--- config.mk ---
export PLATFORM = sky130hd
export DESIGN_NAME = qpr_back
export DESIGN_NICKNAME = d
export VERILOG_FILES = /design/src/hdl/qpr_pkg.sv /design/src/hdl/qpr_back.sv
export SDC_FILE = /design/constraint.sdc
export NUM_CORES = 1
export LEC_CHECK = 0
export ABC_CLOCK_PERIOD_IN_PS = 9100
export BUFFER_PORTS_ARGS = -buffer_cell sky130_fd_sc_hd__buf_4
export CAP_MARGIN = 25
export CORE_ASPECT_RATIO = 1.75
export CORE_MARGIN = 8
export CORE_UTILIZATION = 25
export DETAILED_ROUTE_END_ITERATION = 7
export HOLD_SLACK_MARGIN = 0.08
export PLACE_DENSITY = 0.51
export SLEW_MARGIN = 30
export SYNTH_ARGS = -nofsm -noshare
export SYNTH_HDL_FRONTEND = slang
export SYNTH_SLANG_ARGS = --single-unit
export TNS_END_PERCENT = 1
--- constraint.sdc ---
create_clock -name clk -period 9.1 [get_ports clk]
set_clock_uncertainty 0.15 [all_clocks]
set_input_delay 0 -clock clk [delete_from_list [all_inputs] [get_ports clk]]
set_output_delay 0 -clock clk [all_outputs]
set_load 0.02 [all_outputs]
--- src/hdl/qpr_pkg.sv ---
// shared widths, types and the saturation helper for the quadratic root solver
// no dependencies; used by every module of the block
package qpr_pkg;

  localparam int CW        = 32;          // coefficient and root width
  localparam int FB        = 16;          // fractional bits
  localparam int PW        = 2 * CW;      // product width
  localparam int DW        = PW + 2;      // discriminant width, even
  localparam int SQ_STEPS  = DW / 2;      // square root stages
  localparam int RW        = SQ_STEPS;    // root width
  localparam int REMW      = RW + 2;      // square root remainder width
  localparam int QMW       = RW + 1;      // |b| + sqrt(D) width
  localparam int NUMW      = QMW + FB;    // dividend width
  localparam int DENW      = QMW;         // divisor width
  localparam int DIV_STEPS = NUMW;        // divider stages
  localparam int IN_W      = 3 * CW;
  localparam int OUT_W     = ((4 * CW + 3 + 7) / 8) * 8;

  typedef enum logic [2:0] {
    CLS_DEGEN  = 3'd0,
    CLS_LINEAR = 3'd1,
    CLS_ZERO   = 3'd2,
    CLS_QUAD   = 3'd3,
    CLS_REAL   = 3'd4,
    CLS_CPLX   = 3'd5
  } cls_t;

  // context carried beside the square root pipe
  typedef struct packed {
    cls_t          cls;
    logic          na;
    logic          nb;
    logic          nc;
    logic [CW-1:0] ma;
    logic [CW-1:0] mb;
    logic [CW-1:0] mc;
    logic          dneg;
  } sq_ctx_t;

  // context carried beside the dividers
  typedef struct packed {
    cls_t cls;
    logic na;
    logic nb;
    logic neg0;
    logic neg1;
    logic dz1;
  } dv_ctx_t;

  typedef struct packed {
    logic          sat;
    logic [CW-1:0] val;
  } clip_t;

  // clip a magnitude to the signed range and apply the sign
  function automatic clip_t clip_mag(logic neg, logic [NUMW-1:0] m);
    logic [NUMW-1:0] lim;
    logic [NUMW-1:0] v;
    clip_t           r;
    lim = neg ? (NUMW'(1) << (CW - 1)) : ((NUMW'(1) << (CW - 1)) - NUMW'(1));
    r.sat = (m > lim);
    v = r.sat ? lim : m;
    r.val = neg ? (~v[CW-1:0] + CW'(1)) : v[CW-1:0];
    return r;
  endfunction

endpackage

--- src/hdl/qpr_back.sv ---
// result assembly with saturation, output register and skid stage
// depends on qpr_pkg
module qpr_back (
  input  logic                      clk,
  input  logic                      rst,
  input  logic                      in_valid,
  input  qpr_pkg::dv_ctx_t          in_ctx,
  input  logic [qpr_pkg::NUMW-1:0]  q0,
  input  logic [qpr_pkg::NUMW-1:0]  q1,
  output logic                      stall,
  output logic                      m_tvalid,
  input  logic                      m_tready,
  output logic [qpr_pkg::OUT_W-1:0] m_tdata,
  output logic [0:0]                m_tuser
);

  typedef struct packed {
    logic [qpr_pkg::CW-1:0] imag_second;
    logic [qpr_pkg::CW-1:0] imag_first;
    logic [qpr_pkg::CW-1:0] real_second;
    logic [qpr_pkg::CW-1:0] real_first;
    logic [1:0]             root_count;
    logic                   saturated;
    logic                   status;
  } res_t;

  res_t            res, obuf, sbuf;
  logic            ov, sv, arrive, take;
  qpr_pkg::clip_t  c0, c1, cim1, cim2;
  logic [qpr_pkg::NUMW-1:0] q1z;

  // saturate the quotients
  always_comb begin
    q1z  = in_ctx.dz1 ? '0 : q1;
    c0   = qpr_pkg::clip_mag(in_ctx.neg0, q0);
    c1   = qpr_pkg::clip_mag(in_ctx.neg1, q1z);
    cim1 = qpr_pkg::clip_mag(in_ctx.na, q1);
    cim2 = qpr_pkg::clip_mag(!in_ctx.na, q1);
  end

  // pick fields by case
  always_comb begin
    res = '0;
    unique case (in_ctx.cls)
      qpr_pkg::CLS_DEGEN: begin
        res.status = 1'b1;
      end
      qpr_pkg::CLS_LINEAR: begin
        res.root_count = 2'd1;
        res.real_first = c0.val;
        res.saturated  = c0.sat;
      end
      qpr_pkg::CLS_ZERO: begin
        res.root_count = 2'd1;
      end
      qpr_pkg::CLS_REAL: begin
        res.root_count  = 2'd2;
        res.real_first  = in_ctx.nb ? c1.val : c0.val;
        res.real_second = in_ctx.nb ? c0.val : c1.val;
        res.saturated   = c0.sat | c1.sat;
      end
      qpr_pkg::CLS_CPLX: begin
        res.root_count  = 2'd2;
        res.real_first  = c0.val;
        res.real_second = c0.val;
        res.imag_first  = cim1.val;
        res.imag_second = cim2.val;
        res.saturated   = c0.sat | cim1.sat | cim2.sat;
      end
      default: begin
        res = '0;
      end
    endcase
  end

  assign arrive = in_valid & ~sv;
  assign take   = ov & m_tready;

  // output register with one skid entry
  always_ff @(posedge clk) begin
    if (rst) begin
      ov <= 1'b0;
      sv <= 1'b0;
    end else if (sv) begin
      if (take) begin
        sv <= 1'b0;
      end
    end else if (arrive) begin
      if (!ov || take) begin
        ov <= 1'b1;
      end else begin
        sv <= 1'b1;
      end
    end else if (take) begin
      ov <= 1'b0;
    end
  end

  always_ff @(posedge clk) begin
    if (sv) begin
      if (take) begin
        obuf <= sbuf;
      end
    end else if (arrive) begin
      if (!ov || take) begin
        obuf <= res;
      end else begin
        sbuf <= res;
      end
    end
  end

  assign stall    = sv;
  assign m_tvalid = ov;
  assign m_tuser  = obuf.status;
  assign m_tdata  = qpr_pkg::OUT_W'({obuf.saturated, obuf.imag_second, obuf.imag_first,
                                     obuf.real_second, obuf.real_first, obuf.root_count});

endmodule

==> flow_summary.ini <==
[synth]
ys_ff_latch = 266
syn_area_um2 = 18700
syn_inst = 1983
synth_edf_count = 264
synth.avg_cell_area_um2 = 9.44
ys_seq_area_share_pct = 42.6
async_reset_ff_share_pct = 0
synth_cell_type_count = 87
synth_warnings = 0
synth-main-ff-cell = edfxtp_1

[setup_path]
cp.required_ns = 9.29
critical_path_class = input pin to register
path_buf_inv = 7
start_kind = input pin
crit_chain = dlygate4sd3_1 -> buf_4 -> inv_4 -> ha_1 -> or4_1 -> nor3_1 -> o31ai_1 -> a41oi_1 -> o21a_1 -> buf_4 -> nor2_1 -> a21oi_1 -> ha_1 -> inv_1 -> nor2_1 -> nand2_1 -> a21oi_1 -> dlygate4sd3_1 -> nor2_1 -> dlygate4sd3_1
arrival_ns = 7.30
endpoint_kind = register
reg2reg_from = stall
cpMaxStageDelayCell = ha_1
crit_family = buffers and inverters
worstPathMaxFanout = 65
cp_slowest_stage_delay_ns = 0.74
startpoint = in_ctx[4]

[layout]
drive_gt1_share_pct = 17.5
antenna_cells = 0
syn2layout_area_growth_pct = 24.1
final_nets = 2478
stdcell_count = 3190

[pwr]
powerDensity_nw_per_um2 = 144
p_leak_nw = 8.48
ir_drop_uv = 153

[detailed_routing]
drc = 0
drt_iter0_markers = 1482
drt_pass1_iterations = 6
antenna_left = 0
wire_per_inst_um = 25.4
post_drt_via_cell_ratio = 5.53
routed_wl_mm = 81.1
vias = 17651

[cts]
cts_tree = done
cts_buffer_depth = 3
clock-root-buffer = clkbuf_16
post_cts_buffers = 0
h-tree-depth = 1
cts_made_buffers = 27
cts-resized-gates = 0
clk_latency_ns = 0.58
clkSinkCount = 266
path_clk_slew_ns = 0.07

[sta]
finalSetupTns_ns = 0
post-route-period-util_pct = 78.1
slew_headroom_pct = 33.2
holdWs_ns = 0.105
drv_slew = 0
rsz0062_at_grt = false
max_freq_ghz = 0.141
finalCriticalPeriod_ns = 7.11
finalSetupViolCount = 0
worstMarginPinSlew_ns = 0.996
hold_violations = 0

[min_path]
hp-class = input pin to register
min_from = q0[7]

[grt]
grt-ovfl-total = 0
grt_use_total_pct = 18.3
grt_pass1_vias = 17316
antenna_found_initial = 0
grt_pass1_wl_mm = 117
grt_max_degree = 133

[die]
num_rows = 132
core_um2 = 74000
die_x_um = 223
die_h_um = 378
start_util_pct = 25.3
die_area_um2 = 84200
ios = 251

[placement]
hpwl_mm = 60.2
io_buffers = 245
dpl.cell_count = 3044
routabilityCongestion = 0.957

[status]
run_status = finished, final reports clean

[flow_run]
maxCapViolCount = 0
-- metal layers --
| layer | vias up | track usage, % | wire length, um |
|---|---|---|---|
| li1 | 8122 | - | - |
| met1 | 8657 | 19.2 | 29000 |
| met4 | 0 | 9.48 | 4450 |
| met2 | 703 | 35.2 | 43600 |
| met3 | 169 | 2.21 | 4040 |
| met5 | - | 0 | 0 |
-- cell usage in the layout (no fill, tap or decap), types with 19 or more instances in the layout --
cell	n
buf_4	271
edfxtp_1	264
nand2_1	201
nor2_1	151
a21oi_1	144
ha_1	132
o21ai_0	120
dlygate4sd3_1	98
nor3_1	64
o31ai_1	56
nand3_1	52
mux2_2	51
nor4_1	45
nand4_1	43
inv_1	36
o221ai_1	34
nor2b_1	32
clkbuf_16	27
or3_1	26
o22ai_1	24
a211oi_1	21
and2_1	19
-- state kept, by name (all words and copies together), names as in the netlist --
name / count
sbuf: 132
m_tdata: 131
m_tuser: 1
m_tvalid: 1
stall: 1
-- through the flow --
step	instance area (um^2)	power [mW]	setup WS [ns]	util [%]
3_3_place_gp	21400	2.22	2.38	28.9
6_report	23200	3.33	1.99	31.4
3_5_place_dp	21400	2.24	2.57	28.9
2_1_floorplan	18700	1.91	0.735	-
4_1_cts	23200	3.38	2.06	31.3
5_1_grt	23200	3.47	1.66	31.4
-- path summary, 6_finish.rpt --
check / slack (ns) / endpoint / cells after the start
setup / recovery: 1.99 / sbuf[76] / 20
hold / removal: 0.10 / sbuf[43] / 6
setup reg to reg: 6.06 / m_tdata[73] / 5
hold reg to reg: 0.38 / m_tdata[107] / 2
-- cells by family (layout without fill, tap and decap cells) --
logic type,after synthesis,in the layout,share of synthesized area (%)
XOR/XNOR,24,24,1.12
AO/OA/AOI/OAI,602,602,21.2
other,1,5,0.0200
buffers and inverters,192,457,4.06
multiplexers,63,63,3.71
AND/OR/NAND/NOR,703,703,18.5
flip-flops,266,266,42.6
adder cells (fa/ha/maj),132,132,8.83
-- where the power goes --
group,switching (mW),internal [mW]
Combinational,0.486,0.276
Sequential,0.0366,1.44
Clock,0.519,0.575
Total,1.04,2.29
-- synthesized netlist by cell type, drive strengths merged, types with 22 or more instances --
cell type	n	area share, %
edfxtp	264	42
nand2	203	4.1
nor2	151	3.0
a21oi	147	3.9
o21ai	138	3.7
ha	132	8.8
clkbuf	124	2.5
nor3	67	1.8
o31ai	58	2.4
nand3	53	1.4
mux2	51	3.1
nor4	47	1.6
nand4	43	1.4
inv	38	0.76
o221ai	34	1.6
nor2b	32	1.1
buf	30	0.81
or3	27	0.93
o22ai	24	0.80
a211oi	22	0.88
-- what timing repair did --
| item | CTS | global route |
|---|---|---|
| hold endpoints to repair | 220 | 1 |
| hold buffers | 97 | 1 |
| endpoints found under the setup margin | 0 | 0 |
-- layout make-up --
type                            instances  area, um^2
Fill cell                            7677       50800
Multi-Input combinational cell       1529       10100
Sequential cell                       266        7970
Timing Repair Buffer                  372        3050
Tap cell                              938        1170
Clock buffer                           31         691
Inverter                               38         145
Clock inverter                         16         128
-- worst min-delay path, cell delays in order --
cell and delay, ns:
buf_4 0.14, nand3_1 0.08, o311ai_0 0.10, a21oi_1 0.07, nand3_1 0.08, o31ai_1 0.15
Power figures use the tool's default switching activity.
